<file path="config.mk">
export PLATFORM = sky130hd
export DESIGN_NAME = float_to_decimal_text
export DESIGN_NICKNAME = d
export VERILOG_FILES = /design/src/design/fdt_pkg.sv /design/src/design/fdt_step_unit.sv /design/src/design/float_to_decimal_text.sv
export SDC_FILE = /design/constraint.sdc
export NUM_CORES = 1
export LEC_CHECK = 0
export BUFFER_PORTS_ARGS = -buffer_cell sky130_fd_sc_hd__buf_2
export CAP_MARGIN = 30
export CORE_ASPECT_RATIO = 0.75
export CORE_MARGIN = 5
export CORE_UTILIZATION = 57
export DETAILED_ROUTE_END_ITERATION = 10
export GPL_TIMING_DRIVEN = 0
export PLACE_DENSITY = 0.82
export SLEW_MARGIN = 25
export SYNTH_ARGS = -nofsm -noshare
export SYNTH_HDL_FRONTEND = slang
export SYNTH_SLANG_ARGS = --single-unit
</file>
<file path="constraint.sdc">
create_clock -name clk -period 10.25 [get_ports clk]
set_input_delay 0.5125 -clock clk [delete_from_list [all_inputs] [get_ports clk]]
set_output_delay 0.5125 -clock clk [all_outputs]
set_load 0.1 [all_outputs]
</file>
<file path="src/design/fdt_pkg.sv">
// Shared constants, types and codes for the float to decimal text converter.
package fdt_pkg;

	// Format and limits.
	localparam int MAX_FRAC_DIGITS = 7;
	localparam int RESULT_CAP      = 19;
	localparam int INT_DIGITS      = 10;
	localparam int MANT_W          = 24;
	localparam int EXP_BIAS        = 127;
	localparam int EXP_TOO_LARGE   = 31;
	localparam int EXP_TOO_SMALL   = -23;
	localparam int EXP_LARGE_B     = EXP_BIAS + EXP_TOO_LARGE;
	localparam int EXP_SMALL_B     = EXP_BIAS + EXP_TOO_SMALL;
	localparam int BUF_W           = 7;
	localparam int BUF_RESET       = 32;

	// Counter widths.
	localparam int FRAC_W = $clog2(MAX_FRAC_DIGITS + 1);
	localparam int FI_W   = $clog2(MAX_FRAC_DIGITS);
	localparam int POS_W  = $clog2(RESULT_CAP + 1);
	localparam int IDIG_W = $clog2(INT_DIGITS + 1);
	localparam int IDX_W  = $clog2(INT_DIGITS);
	localparam int CNT_W  = 5;

	// Result status codes.
	localparam logic [1:0] STATUS_OK        = 2'd0;
	localparam logic [1:0] STATUS_TOO_LARGE = 2'd1;
	localparam logic [1:0] STATUS_TOO_SMALL = 2'd2;

	// ASCII characters.
	localparam logic [7:0] CH_ZERO  = 8'h30;
	localparam logic [7:0] CH_DOT   = 8'h2E;
	localparam logic [7:0] CH_MINUS = 8'h2D;

	typedef logic [INT_DIGITS-1:0][3:0] bcd_t;

	typedef enum logic [1:0] {
		OP_HOLD,
		OP_DABBLE,
		OP_SHR,
		OP_MUL10
	} unit_op_t;

	typedef struct packed {
		bcd_t              bcd;
		logic [MANT_W-1:0] mant;
		logic [3:0]        digit;
	} unit_res_t;

	typedef enum logic [2:0] {
		ST_IDLE,
		ST_DECODE,
		ST_INT,
		ST_SHR,
		ST_PREP,
		ST_DIGITS,
		ST_EMIT,
		ST_ERR
	} state_t;

endpackage

</file>
<file path="src/design/fdt_step_unit.sv">
// Shared step unit: binary to BCD step, alignment shift and multiply by ten.
module fdt_step_unit import fdt_pkg::*; (
	input  unit_op_t          op,
	input  bcd_t              bcd_in,
	input  logic [MANT_W-1:0] mant_in,
	output unit_res_t         res
);

	bcd_t                  adj;
	logic [4*INT_DIGITS:0] shifted;
	logic [MANT_W+3:0]     prod;

	always_comb begin
		// Add three to every BCD digit of five or more before the shift.
		for (int i = 0; i < INT_DIGITS; i++) begin
			adj[i] = (bcd_in[i] >= 4'd5) ? bcd_in[i] + 4'd3 : bcd_in[i];
		end
		shifted = {adj, mant_in[MANT_W-1]};

		// Ten times the fraction as eight times plus two times.
		prod = {1'b0, mant_in, 3'b000} + {3'b000, mant_in, 1'b0};

		res = '{bcd: bcd_in, mant: mant_in, digit: 4'd0};
		case (op)
			OP_DABBLE: begin
				res.bcd  = shifted[4*INT_DIGITS-1:0];
				res.mant = {mant_in[MANT_W-2:0], 1'b0};
			end
			OP_SHR: begin
				res.mant = {1'b0, mant_in[MANT_W-1:1]};
			end
			OP_MUL10: begin
				res.mant  = prod[MANT_W-1:0];
				res.digit = prod[MANT_W+3:MANT_W];
			end
			default: begin
				res = '{bcd: bcd_in, mant: mant_in, digit: 4'd0};
			end
		endcase
	end

endmodule

</file>
<file path="src/design/float_to_decimal_text.sv">
// Top level: converts a single-precision bit pattern into a stream of ASCII characters.
// Steps: capture and decode, then binary to BCD steps for a non-negative exponent or
// alignment shifts for a negative one, a setup state, the fraction digit steps on the
// shared step unit, then one character per cycle while the output is not stalled.
// A new value is taken only in the idle state, and in_ready rises once the
// last character is in the output register. Reset clears control state, buffer_size is 32.
module float_to_decimal_text import fdt_pkg::*; (
	input  logic             clk,
	input  logic             arst_n,
	input  logic             in_valid,
	output logic             in_ready,
	input  logic [31:0]      float_bits,
	input  logic             cfg_valid,
	output logic             cfg_ready,
	input  logic [BUF_W-1:0] cfg_data,
	output logic             out_valid,
	input  logic             out_ready,
	output logic [7:0]       out_char,
	output logic             char_valid,
	output logic [1:0]       status,
	output logic             last
);

	state_t            state_q, state_d;
	logic [31:0]       bits_q;
	logic              sign_q;
	logic [1:0]        err_status_q;
	logic [MANT_W-1:0] mant_q;
	bcd_t              bcd_q;
	logic [CNT_W-1:0]  cnt_q;
	logic [IDIG_W-1:0] idig_q;
	logic [FRAC_W-1:0] budget_q;
	logic              frac_zero_q;
	logic [FRAC_W-1:0] dig_q;
	logic [FRAC_W-1:0] last_nz_q;
	logic [3:0]        frac_dig_q [MAX_FRAC_DIGITS];
	logic [POS_W-1:0]  pos_q;
	logic [BUF_W-1:0]  buffer_size_q;
	logic              out_valid_q;
	logic [7:0]        out_char_q;
	logic              char_valid_q;
	logic [1:0]        status_q;
	logic              last_q;

	unit_op_t          unit_op;
	unit_res_t         unit_res;

	logic [7:0]        exp_b;
	logic              is_zero, too_large, too_small, pos_exp;
	logic [7:0]        exp_diff;
	logic [CNT_W-1:0]  cnt_init;
	logic [IDIG_W-1:0] idig_d;
	logic [POS_W-1:0]  npre;
	logic signed [8:0] bud_raw, bud_cap;
	logic [FRAC_W-1:0] budget_d;
	logic              out_free;
	logic [FRAC_W-1:0] flen;
	logic [POS_W-1:0]  n_total, rel, fi_wide;
	logic [IDX_W-1:0]  int_idx;
	logic [7:0]        emit_char;
	logic              emit_last;

	// Configuration register.
	assign cfg_ready = 1'b1;

	always_ff @(posedge clk or negedge arst_n) begin
		if (!arst_n) begin
			buffer_size_q <= BUF_W'(BUF_RESET);
		end else if (cfg_valid && cfg_ready) begin
			buffer_size_q <= cfg_data;
		end
	end

	// Shared step unit.
	fdt_step_unit u_step (
		.op      (unit_op),
		.bcd_in  (bcd_q),
		.mant_in (mant_q),
		.res     (unit_res)
	);

	// Exponent decode of the captured request.
	always_comb begin
		exp_b     = bits_q[30:23];
		is_zero   = (bits_q[30:0] == 31'd0);
		too_large = !is_zero && (exp_b >= 8'(EXP_LARGE_B));
		too_small = !is_zero && (exp_b < 8'(EXP_SMALL_B));
		pos_exp   = (exp_b >= 8'(EXP_BIAS));
		exp_diff  = pos_exp ? exp_b - 8'(EXP_BIAS - 1) : 8'(EXP_BIAS - 1) - exp_b;
		cnt_init  = exp_diff[CNT_W-1:0];
	end

	// Integer digit count and fraction digit budget.
	always_comb begin
		idig_d = IDIG_W'(1);
		for (int i = 0; i < INT_DIGITS; i++) begin
			if (bcd_q[i] != 4'd0) begin
				idig_d = IDIG_W'(i + 1);
			end
		end
		npre    = POS_W'(sign_q) + POS_W'(idig_d) + POS_W'(1);
		bud_raw = $signed({2'b00, buffer_size_q}) - $signed(9'(npre)) - 9'sd1;
		bud_cap = $signed(9'(RESULT_CAP)) - $signed(9'(npre));
		if (bud_raw <= 9'sd0) begin
			budget_d = '0;
		end else if (bud_raw > $signed(9'(MAX_FRAC_DIGITS))) begin
			budget_d = FRAC_W'(MAX_FRAC_DIGITS);
		end else begin
			budget_d = bud_raw[FRAC_W-1:0];
		end
		if ($signed(9'(budget_d)) > bud_cap) begin
			budget_d = bud_cap[FRAC_W-1:0];
		end
	end

	// Character selection while the text is sent out.
	always_comb begin
		if (frac_zero_q) begin
			flen = FRAC_W'(1);
		end else if (budget_q == '0) begin
			flen = '0;
		end else if (last_nz_q == '0) begin
			flen = FRAC_W'(1);
		end else begin
			flen = last_nz_q;
		end
		n_total   = POS_W'(sign_q) + POS_W'(idig_q) + POS_W'(1) + POS_W'(flen);
		rel       = pos_q - POS_W'(sign_q);
		int_idx   = IDX_W'(idig_q - IDIG_W'(1) - rel[IDIG_W-1:0]);
		fi_wide   = rel - POS_W'(idig_q) - POS_W'(1);
		emit_last = (pos_q == n_total - POS_W'(1));
		if (sign_q && (pos_q == '0)) begin
			emit_char = CH_MINUS;
		end else if (rel < POS_W'(idig_q)) begin
			emit_char = CH_ZERO | {4'd0, bcd_q[int_idx]};
		end else if (rel == POS_W'(idig_q)) begin
			emit_char = CH_DOT;
		end else if (frac_zero_q) begin
			emit_char = CH_ZERO;
		end else begin
			emit_char = CH_ZERO | {4'd0, frac_dig_q[fi_wide[FI_W-1:0]]};
		end
	end

	assign out_free = !out_valid_q || out_ready;

	// Next state.
	always_comb begin
		state_d = state_q;
		case (state_q)
			ST_IDLE: begin
				if (in_valid) begin
					state_d = ST_DECODE;
				end
			end
			ST_DECODE: begin
				if (too_large || too_small) begin
					state_d = ST_ERR;
				end else if (is_zero) begin
					state_d = ST_PREP;
				end else if (pos_exp) begin
					state_d = ST_INT;
				end else if (cnt_init == '0) begin
					state_d = ST_PREP;
				end else begin
					state_d = ST_SHR;
				end
			end
			ST_INT, ST_SHR: begin
				if (cnt_q == CNT_W'(1)) begin
					state_d = ST_PREP;
				end
			end
			ST_PREP: begin
				if ((mant_q == '0) || (budget_d == '0)) begin
					state_d = ST_EMIT;
				end else begin
					state_d = ST_DIGITS;
				end
			end
			ST_DIGITS: begin
				if (dig_q + FRAC_W'(1) == budget_q) begin
					state_d = ST_EMIT;
				end
			end
			ST_EMIT: begin
				if (out_free && emit_last) begin
					state_d = ST_IDLE;
				end
			end
			ST_ERR: begin
				if (out_free) begin
					state_d = ST_IDLE;
				end
			end
			default: begin
				state_d = ST_IDLE;
			end
		endcase
	end

	// Outputs of the sequencer.
	always_comb begin
		in_ready = (state_q == ST_IDLE);
		case (state_q)
			ST_INT:    unit_op = OP_DABBLE;
			ST_SHR:    unit_op = OP_SHR;
			ST_DIGITS: unit_op = OP_MUL10;
			default:   unit_op = OP_HOLD;
		endcase
	end

	always_ff @(posedge clk or negedge arst_n) begin
		if (!arst_n) begin
			state_q <= ST_IDLE;
		end else begin
			state_q <= state_d;
		end
	end

	// Datapath registers.
	always_ff @(posedge clk) begin
		case (state_q)
			ST_IDLE: begin
				if (in_valid) begin
					bits_q <= float_bits;
				end
			end
			ST_DECODE: begin
				mant_q       <= is_zero ? '0 : {1'b1, bits_q[22:0]};
				sign_q       <= bits_q[31] && !is_zero;
				bcd_q        <= '0;
				cnt_q        <= cnt_init;
				err_status_q <= too_large ? STATUS_TOO_LARGE : STATUS_TOO_SMALL;
			end
			ST_INT, ST_SHR: begin
				mant_q <= unit_res.mant;
				bcd_q  <= unit_res.bcd;
				cnt_q  <= cnt_q - CNT_W'(1);
			end
			ST_PREP: begin
				idig_q      <= idig_d;
				budget_q    <= budget_d;
				frac_zero_q <= (mant_q == '0);
				dig_q       <= '0;
				last_nz_q   <= '0;
				pos_q       <= '0;
			end
			ST_DIGITS: begin
				mant_q                     <= unit_res.mant;
				frac_dig_q[dig_q[FI_W-1:0]] <= unit_res.digit;
				if (unit_res.digit != 4'd0) begin
					last_nz_q <= dig_q + FRAC_W'(1);
				end
				dig_q <= dig_q + FRAC_W'(1);
			end
			ST_EMIT: begin
				if (out_free) begin
					pos_q <= pos_q + POS_W'(1);
				end
			end
			default: begin
			end
		endcase
	end

	// Output register: holds one result until it is taken.
	always_ff @(posedge clk or negedge arst_n) begin
		if (!arst_n) begin
			out_valid_q <= 1'b0;
		end else if (out_free && ((state_q == ST_EMIT) || (state_q == ST_ERR))) begin
			out_valid_q <= 1'b1;
		end else if (out_ready) begin
			out_valid_q <= 1'b0;
		end
	end

	always_ff @(posedge clk) begin
		if (out_free && (state_q == ST_EMIT)) begin
			out_char_q   <= emit_char;
			char_valid_q <= 1'b1;
			status_q     <= STATUS_OK;
			last_q       <= emit_last;
		end else if (out_free && (state_q == ST_ERR)) begin
			out_char_q   <= 8'd0;
			char_valid_q <= 1'b0;
			status_q     <= err_status_q;
			last_q       <= 1'b1;
		end
	end

	assign out_valid  = out_valid_q;
	assign out_char   = out_char_q;
	assign char_valid = char_valid_q;
	assign status     = status_q;
	assign last       = last_q;

	// An error result is always the only and final result of its conversion.
	assert property (@(posedge clk) disable iff (!arst_n)
		out_valid && !char_valid |-> last && (status != STATUS_OK))
		else $error("error result without last flag or error status");

	// A character result always carries the ok status.
	assert property (@(posedge clk) disable iff (!arst_n)
		out_valid && char_valid |-> (status == STATUS_OK))
		else $error("character result with an error status");

	// Once a request is taken the block is busy on the next cycle.
	assert property (@(posedge clk) disable iff (!arst_n)
		in_valid && in_ready |=> !in_ready)
		else $error("ready while a conversion is under way");

	// Fraction digits never exceed the budget set up for them.
	assert property (@(posedge clk) disable iff (!arst_n)
		(state_q == ST_DIGITS) |-> (dig_q < budget_q))
		else $error("fraction digit counter past its budget");

endmodule

</file>
After elaboration in Yosys (flattened, before gate mapping) --
Memories as Yosys holds them, arrays and structs flattened. Cells that the tools add are included.
Word-level totals: flip-flop bits (word level) 146, RAM bits 28, input bits 44, output and inout bits 15, word-level logic and storage cells 211, memories kept 1
Operators by class: $add $sub $neg 30, magnitude comparators 18, eq/ne operators 23, muxes and demuxes 65, reductions and logical operators 46
Memories:
- frac_dig_q | depth 7, width 4, rd ports 1, clocked after Yosys merged registers in 0, wr ports 1, line float_to_decimal_text.sv:36 | logic [3:0] frac_dig_q [MAX_FRAC_DIGITS];
Operator list (count):
- case mux 40 bit (2 select lines) | 1
- two-way mux 4 bit | 18
- case mux 24 bit (3 select lines) | 1
- two-way mux 3 bit | 18
- case mux 24 bit (2 select lines) | 1
- >= comparator 4 x 3 -> 1 bit (second input constant) | 10
- two-way mux 40 bit | 1
- nonzero test 4 bit | 10
- adder 4 x 2 -> 4 bit (second input constant) | 9
- zero test 31 bit | 1
- adder 27 x 25 -> 28 bit | 1
- two-way mux 5 bit | 5
- zero test 24 bit | 1
- two-way mux 24 bit | 1
- case mux 3 bit (7 select lines) | 1
- case mux 5 bit (2 select lines) | 2
- binary-select mux 4 bit (select 4 bit) | 1
- two-way mux 8 bit | 2
- adder 5 x 1 -> 5 bit (second input constant) | 3
- != test 2 bit (second input constant) | 7
- == test 3 bit (second input constant) | 4
- zero test 3 bit | 4
- case mux 3 bit (2 select lines) | 2
- nonzero test 2 bit | 6
- other kinds (44) | 72

Depth between registers and ports, before layout --
depth in word-level cells 23, depth in mapped cells 32, gate-level depth less buffers 31

Modules after synthesis --
A second synthesis with hierarchy kept.
Unflattened totals: cells, all modules 1176, area, all modules 12087.8 um^2
Modules (own cells, without submodules):
- float_to_decimal_text | times used 1, cells each 720, area an instance 9006.1 um^2, seq. area each 5081.1 um^2
- fdt_step_unit | times used 1, cells each 456, area an instance 3081.7 um^2, seq. area each 0.0 um^2

Worst setup path before layout --
OpenSTA, ideal clock, no wires.
kind reg-to-reg, start point register bcd_q[20] (netlist bit), end point register state_q[1], setup time 80 ps, arrival time 5875 ps, required time 10170 ps, slack 4294 ps, cell stages (with the launch flop) 30, path buffers 1, clock period less this slack 5956 ps, cell sequence edfxtp_1 > inv_1 > ha_1 > or3b_1 > a31oi_1 > o21ai_0 > nand2_1 > nand2_1 > ha_1 > inv_1 > ha_1 > xnor2_1 > ha_1 > buf_6 > and3b_4 > o31a_1 > a311oi_4 > xnor2_1 > a2111oi_2 > a31oi_1 > or2_1 > o21a_1 > ha_1 > nor2b_1 > o21a_1 > o21ai_0 > nor3_1 > or4b_1 > and3_1 > nor3_2
Between the ends: longest elaborated chain between the ends 19, elaborated cells between the ends (all ways) 21, those cells by class 5 x add/sub; 3 x order compare; 10 x mux; 3 x reduce/logical
RTL lines:
- start, declared | line float_to_decimal_text.sv:29 | bcd_t bcd_q;
- start signal, assigned | line float_to_decimal_text.sv:238 | bcd_q <= unit_res.bcd;
- nonzero test 4 bit * | line float_to_decimal_text.sv:97 | if (bcd_q[i] != 4'd0) begin
- two-way mux 4 bit * (5 in a row) | line float_to_decimal_text.sv:97
- adder 1 x 4 -> 5 bit * | line float_to_decimal_text.sv:101 | npre = POS_W'(sign_q) + POS_W'(idig_d) + POS_W'(1);
- adder 5 x 1 -> 5 bit * | line float_to_decimal_text.sv:101
- subtractor 7 x 5 -> 8 bit | line float_to_decimal_text.sv:102 | bud_raw = $signed({2'b00, buffer_size_q}) - $signed(9'(npre)) - 9'sd1;
- subtractor 8 x 2 -> 9 bit | line float_to_decimal_text.sv:102
- > comparator 9 x 4 -> 1 bit | line float_to_decimal_text.sv:106 | end else if (bud_raw > $signed(9'(MAX_FRAC_DIGITS))) begin
- two-way mux 3 bit | line float_to_decimal_text.sv:106
- two-way mux 3 bit | line float_to_decimal_text.sv:104 | if (bud_raw <= 9'sd0) begin
- > comparator 4 x 6 -> 1 bit | line float_to_decimal_text.sv:111 | if ($signed(9'(budget_d)) > bud_cap) begin
- two-way mux 3 bit * | line float_to_decimal_text.sv:111
- zero test 3 bit * | line float_to_decimal_text.sv:175 | if ((mant_q == '0) || (budget_d == '0)) begin
- logical OR 1 bit * | line float_to_decimal_text.sv:175
- two-way mux 2 bit * | line float_to_decimal_text.sv:175
- case mux 3 bit (7 select lines) * | line float_to_decimal_text.sv:150 | case (state_q)
- end signal, assigned | line float_to_decimal_text.sv:217 | state_q <= state_d;
- end, declared | line float_to_decimal_text.sv:24 | state_t state_q, state_d;
Mark *: on every way between the ends. The rest lies on a longest branch, timed or not. A chain may end at the register's enable or synchronous reset.

Worst setup path in the final report --
start point register bcd_q[21] (netlist bit), end point register state_q[1]
The elaborated chain is that of the path after synthesis.

==> summary.txt <==
biggest area consumer among synthesized cells = edfxtp_1
Worst-path clk slew = 70 ps
antenna violations before repair = 0
Post-synth ARST share = 6.40%
pin count of the biggest net entering global routing = 33
EDFF count, synth = 158
outcome = completed
Routed WL = 25100 um
post-DR vias/cell = 6.08
Die ar. = 22200 sq um
# Post-CTS Setup Buffers = 0
Synth area leaders = edfxtp_1 43%, ha_1 8.5%, mux2i_1 3.9%, nor2_1 3.4%, a21oi_1 3.3%
Top FF cell, synth = edfxtp_1
gr usage total = 23.2%
Die W = 170 um
via count = 8444
first-pass GRT wire length = 40900 um
initial core utilization = 57.4%
Syn Area/Cell = 10.5 sq um
layout cells sized above 1 = 12.1%
yosys warns = 0
HP Class = input pin to flop
DR iter-0 viols = 1073
Final Hold Viols = 0
Crit-path slowest cell = or4b_1
CTS Buf Count = 17
I/O pin total = 59
crit path DAT = 7240 ps
CP Class = flop to flop
CP endpoint kind = flop
fin util = 64.1%
gr ovfl total = 0
Critical Path Max Stage Delay = 540 ps
WP data required = 10610 ps
setup total negative slack = 0 ps
synthesized area = 11000 sq um
fin. max-slew vios = 0
row count = 44
slew margin rel. = 39.8%
Ant. Diodes = 0
Startpoint Class = flop
Core Area = 19200 sq um
later-pin clock latency in the skew report = 440 ps
RSZ-0062 raised after global routing = false
Post-DRT Antenna Nets = 0
Area growth, synth to finish = 11.6%
Layout Nets = 1249
synth unique cells = 77
final critical-path share of the clock period = 67.1%
worst slew pin tran = 902 ps
most common cell in the netlist = edfxtp_1
fin crit period = 6880 ps
root buffer cell = clkbuf_16
Port Buffers = 54
crit-path max FO = 7
top post-synthesis cells by count = 158 x edfxtp_1, 101 x nor2_1, 92 x nand2_1
setup violators final = 0
Post-CTS Resized = 0
FF-to-FF Start = bcd_q[21]
Fin Clk Skew = 8.22 ps
FMAX = 145 MHz
sequential area share after synthesis = 46.2%
Yosys reg bits = 172
CTS max path bufs = 2
Max Cap Viol = 0
WL per Instance = 18.1 um
H-tree depth = 4
# DRC = 0
post-synth top area share = 43.1%
Worst Hold Launch = float_bits[14]
Detailed Place HPWL = 18500 um
router iterations before antenna repair = 6
routability cong. = 0.927
Die Span Y = 130 um
Mapped Cells = 1044
CTS tree = built
Worst Setup SP = bcd_q[21]
CP dominant cell by count = ha_1
number of clock sinks = 172
vias in the first global route = 8121
fill count = 1487
-- path summary, 6_finish.rpt --
check / end / cells after the start / slack, ps
worst max-delay path: state_q[1] / 30 / 3370
worst min-delay path: bits_q[14] / 1 / 240
worst max register to register: state_q[1] / 30 / 3370
worst min register to register: status[1] / 2 / 470
max in group asynchronous: buffer_size_q[5] / 2 / 9500
min in group asynchronous: buffer_size_q[4] / 2 / 480
-- registers in the layout (all words and copies together), names as in the netlist --
| register | flops |
|---|---|
| last_nz_q | 3 |
| last | 1 |
| out_valid | 1 |
| idig_q | 4 |
| sign_q | 1 |
| frac_dig_q | 28 |
| pos_q | 5 |
| out_char | 6 |
| dig_q | 3 |
| status | 2 |
| bcd_q | 40 |
| err_status_q | 2 |
| mant_q | 24 |
| state_q | 3 |
| bits_q | 32 |
| frac_zero_q | 1 |
| buffer_size_q | 7 |
| budget_q | 3 |
| cnt_q | 5 |
| char_valid | 1 |
-- per-layer routing --
layer	vias up	part of all wire, %	track usage (%)
met4	0	1.4	6.15
met1	4006	46	34.3
met3	30	9.3	5.30
met2	397	44	34.7
met5	-	0	0
li1	4011	-	-
-- cells in the final DEF (no fill, tap or decap), types with 6 or more instances in the layout --
cell type  netlist  final
nand2b_1        16     16
nor3b_1          9      9
a21o_1           9      9
dfrtp_1         10     10
fa_1             6      6
xnor2_1         36     36
mux2_2           7      7
edfxtp_1       158    158
a211oi_1         7      7
clkbuf_1        21     22
a221o_1          6      6
o21ai_0         55     55
and3_1          13     13
mux2i_1         43     43
ha_1            75     75
nand3_1         19     19
inv_1           58     58
clkbuf_16        0     17
xor2_1          34     34
buf_1            9     10
nor3_1          30     29
nor4_1          13     13
nor2_1         101    100
nand2_1         92     92
mux4_2          12     12
o221ai_1        17     17
a31oi_1          8      8
buf_2            2     56
a21oi_1         73     72
-- kinds of logic (layout without fill, tap and decap cells) --
family / Yosys count / in the layout / share of synthesized area (%)
other: 2 / 4 / 0.0682
XOR/XNOR: 70 / 70 / 5.57
adder cells (fa/ha/maj): 81 / 81 / 9.62
AND/OR/NAND/NOR: 338 / 338 / 14.9
buffers and inverters: 96 / 186 / 3.48
multiplexers: 62 / 62 / 7.08
flip-flops: 172 / 172 / 46.2
AO/OA/AOI/OAI: 223 / 223 / 13.1
-- per-stage QoR --
step	hold slack (ps)	area [sq um]	worst slack, ps	std cells
4_1_cts	240	12300	3480	1388
2_1_floorplan	217	11000	4290	1046
3_5_place_dp	410	11700	3560	1356
3_3_place_gp	405	11600	3670	1353
6_report	243	12300	3370	1389
5_1_grt	228	12300	2960	1389
-- critical path, delay by kind of cell (launching register included) --
kind,cells,cell delay (ps)
AO/OA/AOI/OAI,9,1630
adder cells (fa/ha/maj),6,1670
buffers and inverters,5,810
flip-flops,1,450
AND/OR/NAND/NOR,10,2220
-- what timing repair did --
item,CTS,global route
endpoints found under the hold margin,10,0
setup endpoints to repair,0,0
hold buffers,1,0
-- final cells by class --
class | count | area [sq um] | area share [%]
Multi-Input combinational cell | 778 | 5570 | 45.4
Timing Repair Buffer | 59 | 337 | 2.74
Clock buffer | 18 | 429 | 3.49
Clock inverter | 13 | 166 | 1.35
Buffer | 37 | 161 | 1.31
Tap cell | 253 | 317 | 2.58
Inverter | 59 | 221 | 1.80
Sequential cell | 172 | 5080 | 41.4
Power is left out: the tool's default activity adds up to more than one toggle a clock period on the data nets, which glitch-free logic cannot reach.
